$ cat src/rcsps_pkg.sv
// ----------------------------------------------------------------------------
// rcsps_pkg
// Shared types and constants for the RC signal presence selector.
// ----------------------------------------------------------------------------
package rcsps_pkg;

    // configuration register widths
    localparam int unsigned STEP_W    = 8;
    localparam int unsigned TIMEOUT_W = 24;
    localparam int unsigned COUNT_W   = 4;
    localparam int unsigned PERIOD_W  = 24;
    localparam int unsigned HWIDTH_W  = 16;
    localparam int unsigned CFG_DATA_W = 24;
    localparam int unsigned CFG_IDX_W  = 3;

    // register indexes
    localparam logic [CFG_IDX_W-1:0] REG_TICK_STEP     = 3'd0;
    localparam logic [CFG_IDX_W-1:0] REG_LOSS_TIMEOUT  = 3'd1;
    localparam logic [CFG_IDX_W-1:0] REG_PULSES_NEEDED = 3'd2;
    localparam logic [CFG_IDX_W-1:0] REG_PERIOD_MIN    = 3'd3;
    localparam logic [CFG_IDX_W-1:0] REG_PERIOD_MAX    = 3'd4;
    localparam logic [CFG_IDX_W-1:0] REG_WIDTH_MIN     = 3'd5;
    localparam logic [CFG_IDX_W-1:0] REG_WIDTH_MAX     = 3'd6;

    // reset values
    localparam logic [STEP_W-1:0]    RST_TICK_STEP     = 8'd10;
    localparam logic [TIMEOUT_W-1:0] RST_LOSS_TIMEOUT  = 24'd200000;
    localparam logic [COUNT_W-1:0]   RST_PULSES_NEEDED = 4'd3;
    localparam logic [PERIOD_W-1:0]  RST_PERIOD_MIN    = 24'd10000;
    localparam logic [PERIOD_W-1:0]  RST_PERIOD_MAX    = 24'd50000;
    localparam logic [HWIDTH_W-1:0]  RST_WIDTH_MIN     = 16'd500;
    localparam logic [HWIDTH_W-1:0]  RST_WIDTH_MAX     = 16'd2500;

    // request kinds
    localparam logic OP_TICK = 1'b0;
    localparam logic OP_EDGE = 1'b1;

    typedef struct packed {
        logic [STEP_W-1:0]    tick_step;
        logic [TIMEOUT_W-1:0] loss_timeout;
        logic [COUNT_W-1:0]   pulses_needed;
        logic [PERIOD_W-1:0]  period_min;
        logic [PERIOD_W-1:0]  period_max;
        logic [HWIDTH_W-1:0]  width_min;
        logic [HWIDTH_W-1:0]  width_max;
    } cfg_t;

    typedef struct packed {
        logic manual_mode;
        logic pulse_good;
        logic signal_lost;
    } result_t;

endpackage

$ cat src/rcsps_cfg.sv
// ----------------------------------------------------------------------------
// rcsps_cfg
// Configuration register file, write only.
// ----------------------------------------------------------------------------
module rcsps_cfg (
    input  logic                              clk,
    input  logic                              rst_n,
    input  logic                              cfg_write,
    input  logic [rcsps_pkg::CFG_IDX_W-1:0]   cfg_index,
    input  logic [rcsps_pkg::CFG_DATA_W-1:0]  cfg_data,
    output rcsps_pkg::cfg_t                   cfg
);
    import rcsps_pkg::*;

    cfg_t cfg_reg;

    always_ff @(posedge clk or negedge rst_n)
    begin
        if (!rst_n)
        begin
            cfg_reg.tick_step     <= RST_TICK_STEP;
            cfg_reg.loss_timeout  <= RST_LOSS_TIMEOUT;
            cfg_reg.pulses_needed <= RST_PULSES_NEEDED;
            cfg_reg.period_min    <= RST_PERIOD_MIN;
            cfg_reg.period_max    <= RST_PERIOD_MAX;
            cfg_reg.width_min     <= RST_WIDTH_MIN;
            cfg_reg.width_max     <= RST_WIDTH_MAX;
        end
        else if (cfg_write)
        begin
            case (cfg_index)
                REG_TICK_STEP:     cfg_reg.tick_step     <= cfg_data[STEP_W-1:0];
                REG_LOSS_TIMEOUT:  cfg_reg.loss_timeout  <= cfg_data[TIMEOUT_W-1:0];
                REG_PULSES_NEEDED: cfg_reg.pulses_needed <= cfg_data[COUNT_W-1:0];
                REG_PERIOD_MIN:    cfg_reg.period_min    <= cfg_data[PERIOD_W-1:0];
                REG_PERIOD_MAX:    cfg_reg.period_max    <= cfg_data[PERIOD_W-1:0];
                REG_WIDTH_MIN:     cfg_reg.width_min     <= cfg_data[HWIDTH_W-1:0];
                REG_WIDTH_MAX:     cfg_reg.width_max     <= cfg_data[HWIDTH_W-1:0];
                default: ;
            endcase
        end
    end

    assign cfg = cfg_reg;

endmodule

$ cat src/rcsps_qual.sv
// ----------------------------------------------------------------------------
// rcsps_qual
// Pulse qualifier: time counters, good-pulse count and mode flag.
// ----------------------------------------------------------------------------
module rcsps_qual #(
    parameter int unsigned TIME_WIDTH = 24
) (
    input  logic              clk,
    input  logic              rst_n,
    input  logic              fire,        // request leaves the input stage
    input  logic              operation,
    input  logic              rx_level,
    input  rcsps_pkg::cfg_t   cfg,
    output rcsps_pkg::result_t result
);
    import rcsps_pkg::*;

    localparam int unsigned CW = (TIME_WIDTH > TIMEOUT_W) ? TIME_WIDTH : TIMEOUT_W;
    localparam int unsigned PW = (TIME_WIDTH + 1 > PERIOD_W) ? TIME_WIDTH + 1 : PERIOD_W;

    logic [TIME_WIDTH-1:0] high_time_reg, high_time_next;
    logic [TIME_WIDTH-1:0] low_time_reg,  low_time_next;
    logic [COUNT_W-1:0]    good_pulses_reg, good_pulses_next;
    logic                  manual_flag_reg, manual_flag_next;

    logic [TIME_WIDTH:0]   high_sum, low_sum;
    logic [TIME_WIDTH-1:0] high_sat, low_sat;
    logic [PW-1:0]         period;
    logic                  in_window;
    logic                  lost;
    logic [COUNT_W-1:0]    gp_inc;
    logic [COUNT_W:0]      limit;

    always_comb
    begin
        high_sum = {1'b0, high_time_reg} + (TIME_WIDTH+1)'(cfg.tick_step);
        low_sum  = {1'b0, low_time_reg}  + (TIME_WIDTH+1)'(cfg.tick_step);
        high_sat = high_sum[TIME_WIDTH] ? '1 : high_sum[TIME_WIDTH-1:0];
        low_sat  = low_sum[TIME_WIDTH]  ? '1 : low_sum[TIME_WIDTH-1:0];

        period = PW'(high_time_reg) + PW'(low_time_reg);
        in_window = (period > PW'(cfg.period_min)) && (period < PW'(cfg.period_max))
                 && (high_time_reg > TIME_WIDTH'(cfg.width_min))
                 && (high_time_reg < TIME_WIDTH'(cfg.width_max));

        lost   = (CW'(low_sat) > CW'(cfg.loss_timeout));
        gp_inc = (good_pulses_reg == '1) ? good_pulses_reg : good_pulses_reg + 1'b1;
        limit  = {1'b0, cfg.pulses_needed} + 1'b1;

        high_time_next   = high_time_reg;
        low_time_next    = low_time_reg;
        good_pulses_next = good_pulses_reg;
        manual_flag_next = manual_flag_reg;
        result.pulse_good  = 1'b0;
        result.signal_lost = 1'b0;

        if (operation == OP_TICK)
        begin
            if (!rx_level)
            begin
                low_time_next = low_sat;
                if (lost)
                begin
                    good_pulses_next   = '0;
                    manual_flag_next   = 1'b0;
                    result.signal_lost = 1'b1;
                end
            end
            else
            begin
                high_time_next = high_sat;
            end
        end
        else if (rx_level)
        begin
            if (in_window)
            begin
                result.pulse_good = 1'b1;
                good_pulses_next  = gp_inc;
                if (gp_inc > cfg.pulses_needed)
                begin
                    // clamp to needed + 1, at most all ones
                    good_pulses_next = limit[COUNT_W] ? '1 : limit[COUNT_W-1:0];
                    manual_flag_next = 1'b1;
                end
            end
            high_time_next = '0;
            low_time_next  = '0;
        end

        result.manual_mode = manual_flag_next;
    end

    always_ff @(posedge clk or negedge rst_n)
    begin
        if (!rst_n)
        begin
            high_time_reg   <= '0;
            low_time_reg    <= '0;
            good_pulses_reg <= '0;
            manual_flag_reg <= 1'b0;
        end
        else if (fire)
        begin
            high_time_reg   <= high_time_next;
            low_time_reg    <= low_time_next;
            good_pulses_reg <= good_pulses_next;
            manual_flag_reg <= manual_flag_next;
        end
    end

endmodule

$ cat src/rc_signal_presence_selector_core.sv
// ----------------------------------------------------------------------------
// rc_signal_presence_selector_core
// RC pulse qualifier with manual / autonomous mode select.
// ----------------------------------------------------------------------------
// Usage:
//   Request channel (in_valid / in_stall): one request per timer tick or pin
//   change, with operation (0 tick, 1 pin change) and the current rx_level.
//   Result channel (out_valid / out_stall): exactly one result per request,
//   manual_mode, pulse_good, signal_lost, in request order.
//   Config: cfg_data goes to register cfg_index at an edge with cfg_write high.
//   Index 7 is ignored. Write only while no request is in flight; unchecked.
// Timing:
//   Input register, qualifier logic, result register. A request is processed
//   as it moves from the input register into the result register; its result
//   stays there until taken. One request per clock while out_stall does not
//   hold a result; the single qualifier pass between the registers sets that.
// Stall:
//   in_stall rises only when the input register is full and the result
//   register is held by out_stall; both stages keep their contents.
// Reset:
//   rst_n clears the valids, counters and mode (autonomous) and loads the
//   default configuration.
// ----------------------------------------------------------------------------
module rc_signal_presence_selector_core #(
    parameter int unsigned TIME_WIDTH = 24
) (
    input  logic                              clk,
    input  logic                              rst_n,
    // request channel
    input  logic                              in_valid,
    output logic                              in_stall,
    input  logic                              operation,
    input  logic                              rx_level,
    // result channel
    output logic                              out_valid,
    input  logic                              out_stall,
    output logic                              manual_mode,
    output logic                              pulse_good,
    output logic                              signal_lost,
    // config write port
    input  logic                              cfg_write,
    input  logic [rcsps_pkg::CFG_IDX_W-1:0]   cfg_index,
    input  logic [rcsps_pkg::CFG_DATA_W-1:0]  cfg_data
);
    import rcsps_pkg::*;

    cfg_t    cfg;
    result_t result;

    // input stage
    logic    in_valid_reg;
    logic    operation_reg;
    logic    rx_level_reg;

    // result stage
    logic    out_valid_reg;
    result_t result_reg;

    logic    advance;   // result register can take a new value
    logic    fire;      // input stage request moves to the result stage
    logic    in_take;   // request accepted on the input channel

    assign advance  = !out_valid_reg || !out_stall;
    assign fire     = in_valid_reg && advance;
    assign in_stall = in_valid_reg && !advance;
    assign in_take  = in_valid && !in_stall;

    rcsps_cfg u_cfg (
        .clk       (clk),
        .rst_n     (rst_n),
        .cfg_write (cfg_write),
        .cfg_index (cfg_index),
        .cfg_data  (cfg_data),
        .cfg       (cfg)
    );

    rcsps_qual #(
        .TIME_WIDTH (TIME_WIDTH)
    ) u_qual (
        .clk       (clk),
        .rst_n     (rst_n),
        .fire      (fire),
        .operation (operation_reg),
        .rx_level  (rx_level_reg),
        .cfg       (cfg),
        .result    (result)
    );

    // pipeline valids
    always_ff @(posedge clk or negedge rst_n)
    begin
        if (!rst_n)
        begin
            in_valid_reg  <= 1'b0;
            out_valid_reg <= 1'b0;
        end
        else
        begin
            if (in_take)
                in_valid_reg <= 1'b1;
            else if (fire)
                in_valid_reg <= 1'b0;

            if (advance)
                out_valid_reg <= in_valid_reg;
        end
    end

    // payload, no reset
    always_ff @(posedge clk)
    begin
        if (in_take)
        begin
            operation_reg <= operation;
            rx_level_reg  <= rx_level;
        end
        if (fire)
            result_reg <= result;
    end

    assign out_valid   = out_valid_reg;
    assign manual_mode = result_reg.manual_mode;
    assign pulse_good  = result_reg.pulse_good;
    assign signal_lost = result_reg.signal_lost;

endmodule

$ cat config.mk
export PLATFORM = sky130hd
export DESIGN_NAME = rc_signal_presence_selector_core
export DESIGN_NICKNAME = d
export VERILOG_FILES = /design/src/rcsps_pkg.sv /design/src/rcsps_cfg.sv /design/src/rcsps_qual.sv /design/src/rc_signal_presence_selector_core.sv
export SDC_FILE = /design/constraint.sdc
export NUM_CORES = 1
export LEC_CHECK = 0
export BUFFER_PORTS_ARGS = -buffer_cell sky130_fd_sc_hd__buf_2
export CAP_MARGIN = 30
export CORE_MARGIN = 1.5
export CORE_UTILIZATION = 25
export DETAILED_ROUTE_END_ITERATION = 10
export PLACE_DENSITY_LB_ADDON = 0.15
export SYNTH_ARGS = -nofsm -noshare
export SYNTH_HDL_FRONTEND = slang
export SYNTH_SLANG_ARGS = --single-unit
$ cat constraint.sdc
create_clock -name clk -period 4.9 [get_ports clk]
set_input_delay 0.49 -clock clk [delete_from_list [all_inputs] [get_ports clk]]
set_output_delay 0.49 -clock clk [all_outputs]
set_load 0.05 [all_outputs]
==> results.py <==
metrics = {
    "outcome": {
        "status": "complete, no violations",
    },
    "clock_network": {
        "clk_root_buffer_cell": "sky130_fd_sc_hd__clkbuf_16",
        "clk_pin_slew_worst_paths_ns": 0.07,
        "htree_levels": 4,
        "cts-hold-fix-buffers": 0,
        "insertion_delay_ns": 0.45,
        "tritoncts_num_sinks": 176,
        "cts-root-to-sink-buffers": 2,
        "numCtsBuffers": 17,
        "cts_tree": "done",
    },
    "timing": {
        "maxSlewViolCount": 0,
        "peak_clock_frequency_supported_by_timing_mhz": 206,
        "skew_ns": 0.00709,
        "hold_viol": 0,
        "setup_repair_after_global_routing_missed_its_margin": "true",
        "setup_viol_count_final": 0,
        "worst-slew-pin-transition_ns": 1.00,
        "finalWorstPathRequiredPeriod_ns": 4.84,
        "slew_headroom_pct": 33.1,
        "post-route-period-util_pct": 98.9,
    },
    "power": {
        "total_power_mw": 6.22,
        "max-vdd-ir-drop_v": 0.000213,
        "powerDensity_nw_per_um2": 412,
        "cellLeakagePower_nw": 7.20,
    },
    "worst_setup_path": {
        "critical_path_buffers_and_inverters": 2,
        "critical_path_fanout_max": 6,
        "worst-endpoint-arrival_ns": 5.19,
        "ff2ff_setup_slack_ns": 0.06,
        "critPathTopFamily": "compound AO/OA/AOI/OAI gates",
        "timing.critical_path.slowest_cell_delay_ns": 0.50,
        "worst_setup_path_startpoint": "u_qual.low_time_reg[0]$_DFFE_PN0P_",
        "regToRegEndpoint": "u_qual.manual_flag_reg$_DFFE_PN0P_",
        "worst_path_cell_chain": "buf_4 -> ha_2 -> fa_2 -> a21o_1 -> a21oi_2 -> o21bai_2 -> a2111oi_4 -> nor4_4 -> and3_4 -> mux2_4 -> ha_4 -> and3_4 -> nand3_4 -> or4_4 -> o32ai_4 -> nor2_2 -> buf_4 -> o31a_1 -> o2111ai_1 -> o21ai_1",
        "type_of_origin_of_the_critical_path": "flip-flop",
        "critical_path_required_ns": 5.24,
        "critical_path.endpoint_type": "flip-flop",
        "worst_r2r_path_depth": 20,
        "r2r-start": "u_qual.low_time_reg[0]$_DFFE_PN0P_",
        "cp_num_cells": 20,
        "worstSetupEndpoint": "u_qual.manual_flag_reg$_DFFE_PN0P_",
        "crit_type": "reg -> reg",
        "critical-path-slowest-cell": "sky130_fd_sc_hd__or4_4",
    },
    "detailed_routing": {
        "dr_total_vias": 9998,
        "drtIter0Drc": 533,
        "drc": 0,
        "avgRoutedWirePerCell_um": 18.1,
        "detail-route-antenna-nets": 0,
        "vias_cell": 4.79,
        "wirelength_mm": 37.7,
        "detailedRoute.firstPassIterationCount": 5,
    },
    "logic_synthesis": {
        "synth_edf_count": 5,
        "ys_top_cells_by_count": "151 x sky130_fd_sc_hd__ha_1, 139 x sky130_fd_sc_hd__dfrtp_1, 138 x sky130_fd_sc_hd__inv_1, 106 x sky130_fd_sc_hd__nand2_1, 101 x sky130_fd_sc_hd__o21ai_0",
        "ys_warn_count": 0,
        "yosys.area.top_type": "sky130_fd_sc_hd__dfrtp_1",
        "synthesis.area_per_instance_um2": 9.38,
        "syn-instance-count": 1291,
        "synthArstFlopShare_pct": 97.2,
        "synth.top_cells.by_area": "sky130_fd_sc_hd__dfrtp_1 29%, sky130_fd_sc_hd__ha_1 16%, sky130_fd_sc_hd__dfstp_2 6.9%",
        "synthesis.nets": 1479,
        "ys_seq_area_share_pct": 36.9,
        "post_synth_instance_area_um2": 12100,
        "ys_types": 75,
        "ys_dominant_reg_cell": "sky130_fd_sc_hd__dfrtp_1",
        "synth.most_common_cell": "sky130_fd_sc_hd__ha_1",
        "synthDominantCellAreaShare_pct": 28.7,
        "yosys_register_bits": 176,
    },
    "placement": {
        "placedCellCount": 2028,
        "post_dp_cell_area_um2": 13900,
        "place_congestion": 0.804,
        "dpl.hpwl_mm": 28.9,
        "placement.io_buffers": 38,
    },
    "die": {
        "die_h_um": 223,
        "num_rows": 80,
        "io-pin-count": 39,
        "initial_standard_cell_utilization_of_the_core_pct": 25.4,
        "die_area_um2": 49800,
        "core_area_um2": 47700,
        "die_width_um": 223,
    },
    "cells_and_area": {
        "layout-drive-gt1-share_pct": 27.0,
        "final_core_utilization_pct": 31.6,
        "filler_cell_count": 5011,
        "finish.net_count": 1647,
        "diodes": 0,
        "area_growth_from_synthesis_to_layout_pct": 24.6,
        "final_cell_area_um2": 15100,
        "final-instance-count-excl-fill": 2087,
        "flip_flop_count_of_the_largest_register_all_copies_and_words_added": 116,
    },
    "global_routing": {
        "first_global_vias": 10100,
        "grt_start_max_net_pins": 91,
        "grt_use_total_pct": 15.6,
        "overflow_left_after_global_routing": 0,
        "grt_pass1_wl_mm": 59.0,
        "antenna_violations_before_repair": 0,
    },
    "worst_hold_path": {
        "min_path_type": "in -> async",
    },
    "run": {
        "cap_viol_max_count": 0,
    },
}
==> layout by cell type (no fill, tap or decap), types with 7 or more instances in the layout <==
cell,instances
sky130_fd_sc_hd__ha_1,144
sky130_fd_sc_hd__buf_4,142
sky130_fd_sc_hd__dfrtp_1,139
sky130_fd_sc_hd__inv_1,136
sky130_fd_sc_hd__nand2_1,106
sky130_fd_sc_hd__a21oi_1,88
sky130_fd_sc_hd__o21ai_0,87
sky130_fd_sc_hd__mux2_2,67
sky130_fd_sc_hd__nor2_1,44
sky130_fd_sc_hd__buf_2,37
sky130_fd_sc_hd__nand3_1,33
sky130_fd_sc_hd__a21o_1,33
sky130_fd_sc_hd__dfstp_2,32
sky130_fd_sc_hd__xnor2_1,21
sky130_fd_sc_hd__nand4_1,20
sky130_fd_sc_hd__nand2b_1,20
sky130_fd_sc_hd__nor3_1,20
sky130_fd_sc_hd__clkbuf_16,17
sky130_fd_sc_hd__xor2_1,14
sky130_fd_sc_hd__a211oi_1,14
sky130_fd_sc_hd__nor2b_1,13
sky130_fd_sc_hd__a31oi_1,12
sky130_fd_sc_hd__and3_1,9
sky130_fd_sc_hd__and4_1,8
sky130_fd_sc_hd__o211ai_1,8
sky130_fd_sc_hd__a22o_1,8
sky130_fd_sc_hd__o21a_1,7
sky130_fd_sc_hd__a21oi_2,7
sky130_fd_sc_hd__o21ai_1,7
sky130_fd_sc_hd__nor4_1,7
sky130_fd_sc_hd__o22a_1,7
==> worst min-delay path by stage <==
stage                                   startpoint                         to  slack [ns]  depth (start not counted)
after floorplan                              rst_n   in_valid_reg$_DFFE_PN0P_        0.19                          0
after global placement    in_valid_reg$_DFFE_PN0P_      out_valid$_DFFE_PN0P_        0.47                          1
after detailed placement  in_valid_reg$_DFFE_PN0P_      out_valid$_DFFE_PN0P_        0.48                          1
after CTS                                    rst_n  u_cfg.cfg[76]$_DFFE_PN0P_        0.12                          1
after global routing                         rst_n  u_cfg.cfg[75]$_DFFE_PN0P_        0.13                          1
final                                        rst_n  u_cfg.cfg[75]$_DFFE_PN0P_        0.08                          1
==> worst register-to-register path: stages, from the launching register on <==
cell                        delay [ns]
sky130_fd_sc_hd__dfrtp_1          0.41
sky130_fd_sc_hd__buf_4            0.15
sky130_fd_sc_hd__ha_2             0.17
sky130_fd_sc_hd__fa_2             0.34
sky130_fd_sc_hd__a21o_1           0.18
sky130_fd_sc_hd__a21oi_2          0.17
sky130_fd_sc_hd__o21bai_2         0.12
sky130_fd_sc_hd__a2111oi_4        0.49
sky130_fd_sc_hd__nor4_4           0.15
sky130_fd_sc_hd__and3_4           0.21
sky130_fd_sc_hd__mux2_4           0.31
sky130_fd_sc_hd__ha_4             0.27
sky130_fd_sc_hd__and3_4           0.19
sky130_fd_sc_hd__nand3_4          0.09
sky130_fd_sc_hd__or4_4            0.50
sky130_fd_sc_hd__o32ai_4          0.26
sky130_fd_sc_hd__nor2_2           0.07
sky130_fd_sc_hd__buf_4            0.14
sky130_fd_sc_hd__o31a_1           0.26
sky130_fd_sc_hd__o2111ai_1        0.19
sky130_fd_sc_hd__o21ai_1          0.07
==> cell families after synthesis <==
group	after synthesis	synth area share, %
compound gates	351	18.4
xor+xnor	40	2.89
fa+ha+maj	154	16.1
buf+inv	176	5.48
flops	176	36.9
mux	71	6.58
simple gates	323	13.7
==> where the power goes <==
group,internal [mW],switching [mW],total [mW]
registers,1.77,0.150,1.92
clock network,0.795,0.637,1.43
logic,1.32,1.55,2.86
==> layout make-up <==
| class | instances | area (µm²) | area share [%] |
|---|---|---|---|
| Multi-Input combinational cell | 939 | 7410 | 49.1 |
| Timing Repair Buffer | 186 | 1330 | 8.78 |
| Inverter | 139 | 522 | 3.46 |
| Sequential cell | 176 | 4470 | 29.6 |
| Clock buffer | 21 | 470 | 3.12 |
| Tap cell | 615 | 769 | 5.10 |
| Clock inverter | 11 | 131 | 0.870 |
==> routing by layer <==
layer  track usage, %  share of wire, %  wire length [µm]  up-vias
met4             4.37               1.8               673        0
met2             25.4                47             17500      133
met3             3.11               3.1              1160       25
met1             21.0                49             18300     4849
met5                0                 0                 0        -
li1                 -                 -                 -     4991
==> metrics by stage <==
stage | setup slack (ns) | setup TNS [ns] | hold WS [ns]
finish | 0.0556 | 0 | 0.0787
global route | -0.159 | -0.778 | 0.127
CTS | 0.00108 | 0 | 0.116
detailed placement | -0.360 | -2.46 | 0.479
global placement | -0.694 | -2.47 | 0.469
floorplan | 0.126 | 0 | 0.194
==> timing repair <==
action                                 in CTS  in global routing
setup endpoints to repair                   8                  8
endpoints found under the hold margin       0                  0
setup buffers                              18                 10
gates cloned                                0                  0
resized for setup                          37                 57
pin swaps                                  19                 45
Power figures use the tool's default switching activity.
